$ cat config.mk
export PLATFORM = sky130hd
export DESIGN_NAME = set_assoc_writeback_lru_cache_core_flat
export DESIGN_NICKNAME = d
export VERILOG_FILES = /design/src/salc_pkg.sv /design/src/salc_if.sv /design/src/salc_ram.sv /design/src/set_assoc_writeback_lru_cache_core.sv /design/src/flat_wrapper.sv
export SDC_FILE = /design/constraint.sdc
export NUM_CORES = 2
export LEC_CHECK = 0
export BUFFER_PORTS_ARGS = -buffer_cell sky130_fd_sc_hd__buf_2
export CAP_MARGIN = 10
export CORE_AREA = 3 3 389 391
export CTS_BUF_LIST = sky130_fd_sc_hd__clkbuf_16
export DETAILED_ROUTE_END_ITERATION = 16
export DIE_AREA = 0 0 392 394
export PLACE_DENSITY = 0.74
export SLEW_MARGIN = 10
export SYNTH_ARGS = -nofsm -noshare
export SYNTH_HDL_FRONTEND = slang
export SYNTH_HIERARCHICAL = 1
export SYNTH_SLANG_ARGS = --single-unit
$ cat constraint.sdc
create_clock -name clk -period 52.8 [get_ports clk]
set_input_delay 2.64 -clock clk [delete_from_list [all_inputs] [get_ports clk]]
set_output_delay 2.64 -clock clk [all_outputs]
set_load 0.01 [all_outputs]
$ cat src/salc_pkg.sv
// Shared types and constants for the set-associative write-back cache core.
// No dependencies; used by the core.
package salc_pkg;

  localparam int MAX_WAYS    = 4;
  localparam int NUM_SETS    = 2;
  localparam int TAG_W       = 28;
  localparam int WAY_IDX_W   = (MAX_WAYS > 1) ? $clog2(MAX_WAYS) : 1;
  localparam int WAY_CNT_W   = $clog2(MAX_WAYS + 8);
  localparam int SET_IDX_W   = $clog2(NUM_SETS);
  localparam int WAYS_RESET  = 2;
  localparam int PENALTY_RST = 30;

  typedef enum logic {
    CFG_WAYS_IN_USE  = 1'b0,
    CFG_MISS_PENALTY = 1'b1
  } cfg_idx_t;

  typedef enum logic [1:0] {
    ST_IDLE,
    ST_LOOKUP,
    ST_OUT
  } state_t;

  typedef struct packed {
    logic             valid;
    logic             dirty;
    logic [TAG_W-1:0] tag;
    logic [31:0]      stamp;
    logic [31:0]      word_hi;
    logic [31:0]      word_lo;
  } way_t;

  typedef way_t [MAX_WAYS-1:0] row_t;

  localparam int ROW_W = $bits(row_t);

endpackage

$ cat src/salc_if.sv
// Handshake channels for cache requests and cache responses.
// Does not depend on salc_pkg; the field widths match those of the core.
interface salc_req_if;
  logic        valid;
  logic        ready;
  logic        opcode;
  logic [31:0] address;
  logic [31:0] write_data;
  logic [31:0] fill_word_lo;
  logic [31:0] fill_word_hi;
  modport source (output valid, opcode, address, write_data, fill_word_lo, fill_word_hi,
                  input ready);
  modport sink (input valid, opcode, address, write_data, fill_word_lo, fill_word_hi,
                output ready);
endinterface

interface salc_rsp_if;
  logic        valid;
  logic        ready;
  logic [31:0] read_data;
  logic        hit;
  logic [7:0]  stall_cycles;
  logic        writeback_valid;
  logic [31:0] writeback_address;
  logic [31:0] writeback_word_lo;
  logic [31:0] writeback_word_hi;
  modport source (output valid, read_data, hit, stall_cycles, writeback_valid,
                  writeback_address, writeback_word_lo, writeback_word_hi, input ready);
  modport sink (input valid, read_data, hit, stall_cycles, writeback_valid,
                writeback_address, writeback_word_lo, writeback_word_hi, output ready);
endinterface

$ cat src/salc_ram.sv
// Generic single-port synchronous RAM with a registered read.
// No dependencies.
module salc_ram #(
  parameter int WIDTH = 8,
  parameter int DEPTH = 2
) (
  input  logic                     clk,
  input  logic                     we,
  input  logic [$clog2(DEPTH)-1:0] addr,
  input  logic [WIDTH-1:0]         wdata,
  output logic [WIDTH-1:0]         rdata
);

  logic [WIDTH-1:0] mem [DEPTH];

  always_ff @(posedge clk) begin
    if (we) begin
      mem[addr] <= wdata;
    end
    rdata <= mem[addr];
  end

endmodule

$ cat src/set_assoc_writeback_lru_cache_core.sv
// Two-set write-back, write-allocate LRU cache core.
// Channels: in_req carries an access (opcode, address, write data and the two
// fill words of the addressed block); out_rsp returns one response per access
// with the read word, hit flag, stall cycles and an optional write-back of a
// dirty victim block. Both are valid/ready channels; a transfer happens when
// valid and ready are high at a rising edge of clk.
// Each set is one row of a synchronous RAM holding all ways. The row is read
// at the input transfer, updated and written back in the following cycle, and
// the response is registered at the end of that cycle. The next access is
// taken in the cycle the response is transferred, so a new access is not taken
// before the response of the previous one is transferred.
// While out_rsp is stalled the response register holds and in_req is not
// ready. The user writes configuration (cfg_we, cfg_index, cfg_wdata) only while idle;
// the core does not enforce it. Synchronous reset rst_n clears the row valid flags,
// the access timer, the control state and the configuration (two ways, penalty
// of 30); no clearing pass is needed.
// Depends on salc_pkg, salc_if and salc_ram.
module set_assoc_writeback_lru_cache_core
  import salc_pkg::*;
(
  input  logic             clk,
  input  logic             rst_n,
  salc_req_if.sink         in_req,
  salc_rsp_if.source       out_rsp,
  input  logic             cfg_we,
  input  logic             cfg_index,
  input  logic [7:0]       cfg_wdata
);

  state_t state_r, state_nxt;
  logic [2:0]  ways_r;
  logic [7:0]  penalty_r;
  logic [31:0] timer_r;
  logic [NUM_SETS-1:0] row_valid_r;

  logic        op_r;
  logic [31:0] addr_r, wdata_r, fill_lo_r, fill_hi_r;

  logic [31:0] rd_data_r, wb_addr_r, wb_lo_r, wb_hi_r;
  logic        hit_r, wb_valid_r;
  logic [7:0]  stall_r;

  logic in_xfer, ram_we;
  logic [SET_IDX_W-1:0] ram_addr;
  row_t ram_rdata, row_cur, row_new;

  assign in_xfer  = in_req.valid && in_req.ready;

  always_comb begin
    state_nxt    = state_r;
    in_req.ready = 1'b0;
    ram_we       = 1'b0;
    case (state_r)
      ST_IDLE: begin
        in_req.ready = 1'b1;
        if (in_req.valid) begin
          state_nxt = ST_LOOKUP;
        end
      end
      ST_LOOKUP: begin
        ram_we    = 1'b1;
        state_nxt = ST_OUT;
      end
      ST_OUT: begin
        in_req.ready = out_rsp.ready;
        if (out_rsp.ready) begin
          state_nxt = in_req.valid ? ST_LOOKUP : ST_IDLE;
        end
      end
      default: state_nxt = ST_IDLE;
    endcase
  end

  always_ff @(posedge clk) begin
    if (!rst_n) begin
      state_r <= ST_IDLE;
    end else begin
      state_r <= state_nxt;
    end
  end

  assign ram_addr = (state_r == ST_LOOKUP) ? addr_r[3] : in_req.address[3];

  salc_ram #(.WIDTH(ROW_W), .DEPTH(NUM_SETS)) u_ram (
    .clk   (clk),
    .we    (ram_we),
    .addr  (ram_addr),
    .wdata (row_new),
    .rdata (ram_rdata)
  );

  assign row_cur = row_valid_r[addr_r[3]] ? ram_rdata : '0;

  logic [WAY_CNT_W-1:0] n_ways;
  logic [TAG_W-1:0]     tag;
  logic                 found, have_free;
  logic [WAY_IDX_W-1:0] hit_idx, free_idx, lru_idx, slot;
  logic [31:0]          stamp_new, rd_word;
  way_t                 victim, way_new;

  assign tag       = addr_r[31:4];
  assign stamp_new = timer_r + 32'd1;

  always_comb begin
    if (ways_r == 3'd0) begin
      n_ways = WAY_CNT_W'(1);
    end else if (WAY_CNT_W'(ways_r) > WAY_CNT_W'(MAX_WAYS)) begin
      n_ways = WAY_CNT_W'(MAX_WAYS);
    end else begin
      n_ways = WAY_CNT_W'(ways_r);
    end
  end

  always_comb begin
    found     = 1'b0;
    have_free = 1'b0;
    hit_idx   = '0;
    free_idx  = '0;
    lru_idx   = '0;
    for (int j = 0; j < MAX_WAYS; j++) begin
      if (WAY_CNT_W'(j) < n_ways) begin
        if (!found && row_cur[j].valid && row_cur[j].tag == tag) begin
          found   = 1'b1;
          hit_idx = WAY_IDX_W'(j);
        end
        if (!have_free && !row_cur[j].valid) begin
          have_free = 1'b1;
          free_idx  = WAY_IDX_W'(j);
        end
        if (row_cur[j].stamp < row_cur[lru_idx].stamp) begin
          lru_idx = WAY_IDX_W'(j);
        end
      end
    end
  end

  always_comb begin
    slot    = found ? hit_idx : (have_free ? free_idx : lru_idx);
    victim  = row_cur[lru_idx];
    way_new = row_cur[slot];
    if (!found) begin
      way_new.word_lo = fill_lo_r;
      way_new.word_hi = fill_hi_r;
      way_new.tag     = tag;
      way_new.dirty   = 1'b0;
    end
    rd_word = addr_r[2] ? way_new.word_hi : way_new.word_lo;
    if (op_r) begin
      if (addr_r[2]) begin
        way_new.word_hi = wdata_r;
      end else begin
        way_new.word_lo = wdata_r;
      end
      way_new.dirty = 1'b1;
    end
    way_new.valid = 1'b1;
    way_new.stamp = stamp_new;
    row_new       = row_cur;
    row_new[slot] = way_new;
  end

  always_ff @(posedge clk) begin
    if (!rst_n) begin
      ways_r      <= 3'(WAYS_RESET);
      penalty_r   <= 8'(PENALTY_RST);
      timer_r     <= '0;
      row_valid_r <= '0;
    end else begin
      if (cfg_we) begin
        case (cfg_idx_t'(cfg_index))
          CFG_WAYS_IN_USE:  ways_r    <= cfg_wdata[2:0];
          CFG_MISS_PENALTY: penalty_r <= cfg_wdata;
          default: ;
        endcase
      end
      if (ram_we) begin
        timer_r               <= stamp_new;
        row_valid_r[addr_r[3]] <= 1'b1;
      end
    end
  end

  always_ff @(posedge clk) begin
    if (in_xfer) begin
      op_r      <= in_req.opcode;
      addr_r    <= in_req.address;
      wdata_r   <= in_req.write_data;
      fill_lo_r <= in_req.fill_word_lo;
      fill_hi_r <= in_req.fill_word_hi;
    end
    if (ram_we) begin
      rd_data_r  <= op_r ? 32'd0 : rd_word;
      hit_r      <= found;
      stall_r    <= found ? 8'd0 : penalty_r;
      wb_valid_r <= !found && !have_free && victim.dirty;
      if (!found && !have_free && victim.dirty) begin
        wb_addr_r <= {victim.tag, addr_r[3], 3'b000};
        wb_lo_r   <= victim.word_lo;
        wb_hi_r   <= victim.word_hi;
      end else begin
        wb_addr_r <= '0;
        wb_lo_r   <= '0;
        wb_hi_r   <= '0;
      end
    end
  end

  assign out_rsp.valid             = (state_r == ST_OUT);
  assign out_rsp.read_data         = rd_data_r;
  assign out_rsp.hit               = hit_r;
  assign out_rsp.stall_cycles      = stall_r;
  assign out_rsp.writeback_valid   = wb_valid_r;
  assign out_rsp.writeback_address = wb_addr_r;
  assign out_rsp.writeback_word_lo = wb_lo_r;
  assign out_rsp.writeback_word_hi = wb_hi_r;

  a_hit_no_stall: assert property (@(posedge clk) disable iff (!rst_n)
    out_rsp.valid && out_rsp.hit |-> out_rsp.stall_cycles == 8'd0)
    else $error("hit response reports stall cycles");

  a_hit_no_wb: assert property (@(posedge clk) disable iff (!rst_n)
    out_rsp.valid && out_rsp.hit |-> !out_rsp.writeback_valid)
    else $error("hit response carries a write-back");

  a_lookup_after_xfer: assert property (@(posedge clk) disable iff (!rst_n)
    in_xfer |=> state_r == ST_LOOKUP)
    else $error("accepted access not looked up");

  a_timer_step: assert property (@(posedge clk) disable iff (!rst_n)
    state_r == ST_LOOKUP |=> timer_r == $past(timer_r) + 32'd1)
    else $error("access timer did not advance");

endmodule
$ cat src/flat_wrapper.sv
// flat-port wrapper written by rule: the top's interface ports become plain ports
module set_assoc_writeback_lru_cache_core_flat import salc_pkg::*;
  (clk, rst_n, cfg_we, cfg_index, cfg_wdata, in_req_valid, in_req_opcode, in_req_address, in_req_write_data, in_req_fill_word_lo, in_req_fill_word_hi, in_req_ready, out_rsp_valid, out_rsp_read_data, out_rsp_hit, out_rsp_stall_cycles, out_rsp_writeback_valid, out_rsp_writeback_address, out_rsp_writeback_word_lo, out_rsp_writeback_word_hi, out_rsp_ready);
  salc_req_if in_req_i ();
  salc_rsp_if out_rsp_i ();
  input  logic clk;
  input  logic rst_n;
  input  logic cfg_we;
  input  logic cfg_index;
  input  logic [7:0] cfg_wdata;
  input wire logic [$bits(in_req_i.valid)-1:0] in_req_valid;
  input wire logic [$bits(in_req_i.opcode)-1:0] in_req_opcode;
  input wire logic [$bits(in_req_i.address)-1:0] in_req_address;
  input wire logic [$bits(in_req_i.write_data)-1:0] in_req_write_data;
  input wire logic [$bits(in_req_i.fill_word_lo)-1:0] in_req_fill_word_lo;
  input wire logic [$bits(in_req_i.fill_word_hi)-1:0] in_req_fill_word_hi;
  output wire logic [$bits(in_req_i.ready)-1:0] in_req_ready;
  output wire logic [$bits(out_rsp_i.valid)-1:0] out_rsp_valid;
  output wire logic [$bits(out_rsp_i.read_data)-1:0] out_rsp_read_data;
  output wire logic [$bits(out_rsp_i.hit)-1:0] out_rsp_hit;
  output wire logic [$bits(out_rsp_i.stall_cycles)-1:0] out_rsp_stall_cycles;
  output wire logic [$bits(out_rsp_i.writeback_valid)-1:0] out_rsp_writeback_valid;
  output wire logic [$bits(out_rsp_i.writeback_address)-1:0] out_rsp_writeback_address;
  output wire logic [$bits(out_rsp_i.writeback_word_lo)-1:0] out_rsp_writeback_word_lo;
  output wire logic [$bits(out_rsp_i.writeback_word_hi)-1:0] out_rsp_writeback_word_hi;
  input wire logic [$bits(out_rsp_i.ready)-1:0] out_rsp_ready;
  assign in_req_i.valid = in_req_valid;
  assign in_req_i.opcode = in_req_opcode;
  assign in_req_i.address = in_req_address;
  assign in_req_i.write_data = in_req_write_data;
  assign in_req_i.fill_word_lo = in_req_fill_word_lo;
  assign in_req_i.fill_word_hi = in_req_fill_word_hi;
  assign in_req_ready = in_req_i.ready;
  assign out_rsp_valid = out_rsp_i.valid;
  assign out_rsp_read_data = out_rsp_i.read_data;
  assign out_rsp_hit = out_rsp_i.hit;
  assign out_rsp_stall_cycles = out_rsp_i.stall_cycles;
  assign out_rsp_writeback_valid = out_rsp_i.writeback_valid;
  assign out_rsp_writeback_address = out_rsp_i.writeback_address;
  assign out_rsp_writeback_word_lo = out_rsp_i.writeback_word_lo;
  assign out_rsp_writeback_word_hi = out_rsp_i.writeback_word_hi;
  assign out_rsp_i.ready = out_rsp_ready;
  set_assoc_writeback_lru_cache_core u_core (.clk(clk), .rst_n(rst_n), .in_req(in_req_i), .out_rsp(out_rsp_i), .cfg_we(cfg_we), .cfg_index(cfg_index), .cfg_wdata(cfg_wdata));
endmodule
==> results.md <==
* RSZ-0062 raised after global routing: false
* Ratio of cells with drive above 1 in the final layout at around 16%
* Vias in the first global route at 53100
* Die Area at between 150000 and 200000 µm²
* Adder-cell area share of the yosys netlist at about 1.5%
* Post-CTS setup buffers at 0
* Synth Area in Simple Gates at around a tenth
* Final period util at between 20% and 30%
* Number of placement rows at between 100 and 150
* Area fraction of the dominant cell type after synthesis at roughly half
* Clock transition at the registers of the reported paths at around 0.060 ns
* Drt pass-1 iters at 8
* DRC viols at 0
* Most common cell after layout, fill and taps aside: edfxtp_1
* Top_reg_cell synth: edfxtp_1
* Vias at between 50000 and 60000
* Final Cell Area at 86700 µm²
* Max FO, Critical Path at 181
* Critical Path AT at between 15 and 20 ns
* CTS Buf Count at between 150 and 200
* Ys Warns at 6
* Area growth, synth to finish at 10.7%
* Critical Path Slowest Stage Cell: buf_4
* Worst R2R Start: u_core/addr_r[3]
* Slew Limit Fails at 0
* DP Area at about 80000 µm²
* Max-slew headroom at between 10% and 20%
* Critical path origin: u_core/addr_r[3]
* Top cells by area, synth: edfxtp_1, dfxtp_1, mux2_2
* IO Pins at about 280
* Leakage dissipation at 30.7 nW
* Compound-gate portion of the synthesized area at between 10% and 20%
* Largest net degree at the start of global routing at roughly 180
* R2R Path End: u_core/u_ram/mem[1][177]
* CTS tree: built
* DRT Wirelength at between 200 and 250 mm
* Largest stage delay on the critical path at between 0.8 and 0.9 ns
* Clock latency on the worst-skew pair at roughly 0.82 ns
* All-Layer GR Usage at 26.1%
* Power Density at between 30 and 40 nW/µm²
* Post_cts resized at 0
* Hold path cells at 1
* Routability congestion estimate at 0.882
* Synth Instances at 6225
* Actual slew at the worst max-slew pin at 1.22 ns
* Reg2reg setup slack at around 38 ns
* Wirelength per Cell at approximately 25 µm
* Largest family of logic cells by synthesized area: compound AO/OA/AOI/OAI gates
* CP Capture Type: flip-flop
* Max-cap viol count at 0
* Mean Syn Cell Area at ~13 µm²
* Htree depth at 4
* FF-to-FF path depth at 37
* Post-Syn Area at 78300 µm²
* Core region area at 148000 µm²
* First-pass GRT wire length at ~310 mm
* Sequential share of the synthesized area at between 60% and 70%
* Initial Util at between 50 and 60%
* Die Wd at approximately 400 µm
* Status: finished, final reports clean
* Total grt overflow at 0
* Clk_skew at about 0.048 ns
* Hold Path Class: flip-flop to flip-flop
* EDFF count, synth at approximately 1300
* Hpwl dp at 118 mm
* Crit Path Category: flip-flop to flip-flop
* Max Freq at about 0.066 GHz
* Most frequent cells in the layout: edfxtp_1, dfxtp_1, nor2_1, nand2_1, nand3_1
* Die H at just under 400 µm
* Post-synth ARST share at 0%
* Critical Path RT at 53.30 ns
* N_diodes at 0
* Port bufs at between 200 and 300
* Remaining antenna violation count at 0
* Setup violators final at 0
* Routed vias/inst at roughly 6.4
* Most numerous cell on the critical path: buf_4
* Root Buffer: clkbuf_16
* Distinct cells, synth at 94
* Yosys reg bits at approximately 1800
* # hold bufs at CTS at 0
* Initial antenna violation count at 4
* Final min period at 15.05 ns
* Clk buf depth at 3
* Worst setup path end: u_core/u_ram/mem[1][177]
* Worst Hold Slack at between 0.4 and 0.5 ns
* Synth area leader: edfxtp_1
* Final hold vios at 0
* CP startpoint kind: flip-flop
* XOR/XNOR Fraction of Synth Area at around 1.1%
* Maximum vdd ir drop at around 0.000046 V
* Setup_tns at 0 ns
* Nets at about 6500
* CTS sink cnt at approximately 1800
* Post-synthesis mux area share at under 10%
* Initial DRC count at between 6000 and 7000
==> registers in the layout, summed over array words and instances (netlist names), 30 cells and up <==
register,count
u_core/timer_r,32
u_core/u_ram/rdata,504
u_core/addr_r,30
u_core/u_ram/mem,1008
u_core/fill_lo_r,32
u_core/out_rsp.read_data,32
u_core/fill_hi_r,32
u_core/out_rsp.writeback_word_lo,32
u_core/wdata_r,32
u_core/out_rsp.writeback_word_hi,32
==> worst min-delay path by stage <==
stage | to | slack [ns] | startpoint
5_1_grt | u_core/u_ram/rdata[327] | 0.43 | u_core/u_ram/mem[0][327]
3_3_place_gp | u_core/u_ram/rdata[323] | 0.43 | u_core/u_ram/mem[0][323]
4_1_cts | u_core/u_ram/rdata[327] | 0.42 | u_core/u_ram/mem[0][327]
6_report | u_core/u_ram/rdata[327] | 0.42 | u_core/u_ram/mem[0][327]
3_5_place_dp | u_core/u_ram/rdata[253] | 0.43 | u_core/u_ram/mem[0][253]
2_1_floorplan | u_core/u_ram/rdata[163] | 0.43 | u_core/u_ram/mem[0][163]
==> cells by family (layout without fill, tap and decap cells) <==
logic type,Yosys count,count (layout)
AO/OA/AOI/OAI,1509,1509
XOR/XNOR,94,94
adder cells (fa/ha/maj),93,93
buffers and inverters,516,756
flip-flops,1821,1821
multiplexers,580,580
other,1,3
AND/OR/NAND/NOR,1611,1611
==> final cells by class <==
class	instances	area [µm²]
clock inverter	163	1200
tap	1930	2410
clock buffer	191	4780
fill	11500	61200
multi-input combinational	3890	26900
sequential	1821	49200
timing repair buffer	352	2040
inverter	50	198
==> synthesized netlist by cell type, types with 15 or more instances <==
| library cell | count |
|---|---|
| edfxtp_1 | 1270 |
| dfxtp_1 | 551 |
| nor2_1 | 531 |
| nand2_1 | 451 |
| nand3_1 | 284 |
| o21ai_0 | 278 |
| clkbuf_1 | 276 |
| a21oi_1 | 275 |
| mux2_2 | 208 |
| mux2_1 | 201 |
| a31oi_1 | 191 |
| o31ai_1 | 186 |
| and2_1 | 132 |
| mux2_4 | 100 |
| buf_2 | 98 |
| ha_1 | 93 |
| a211oi_1 | 76 |
| xnor2_1 | 74 |
| mux2i_1 | 71 |
| o21a_1 | 66 |
| a21boi_2 | 60 |
| o311ai_1 | 57 |
| inv_1 | 48 |
| o221ai_1 | 47 |
| a221oi_1 | 45 |
| buf_6 | 44 |
| o22ai_1 | 40 |
| nand4_1 | 38 |
| nor4bb_1 | 31 |
| o32ai_1 | 29 |
| buf_1 | 25 |
| buf_4 | 23 |
| a21boi_0 | 21 |
| a221oi_2 | 20 |
| xor2_1 | 20 |
| nand2b_1 | 17 |
| or2_0 | 16 |
| nor2b_1 | 15 |
| nor3_1 | 15 |
==> where the power goes <==
part | internal, mW | total, mW | switching (mW)
registers | 1.61 | 1.65 | 0.0468
clock network | 0.725 | 1.28 | 0.551
logic | 0.137 | 0.403 | 0.266
==> metrics by stage <==
step | instances | setup WS [ns] | utilization (%) | power [mW]
final | 8397 | 37.75 | 58.6 | 3.33
after CTS | 8397 | 37.94 | 58.6 | 3.35
after global routing | 8397 | 36.89 | 58.6 | 3.45
after floorplan | 6227 | 25.24 | - | 1.96
after global placement | 8043 | 38.25 | 54.6 | 2.07
after detailed placement | 8043 | 38.03 | 54.6 | 2.08
==> critical path, delay by kind of cell (launching register included) <==
family	cells	cell delay, ns
and+or+nand+nor	9	2.76
adders and majority gates	3	0.90
DFF	1	0.50
buffers and inverters	8	5.75
AOI/OAI and AO/OA	16	3.78
muxes	1	0.63
==> metal layers <==
metal / global-route usage [%] / share of wire (%)
met5: 0 / 0
met4: 11.8 / 4.4
met3: 4.64 / 8.8
met2: 41.9 / 47
met1: 34.8 / 40
Note: power is estimated with default switching activity, not from simulation.
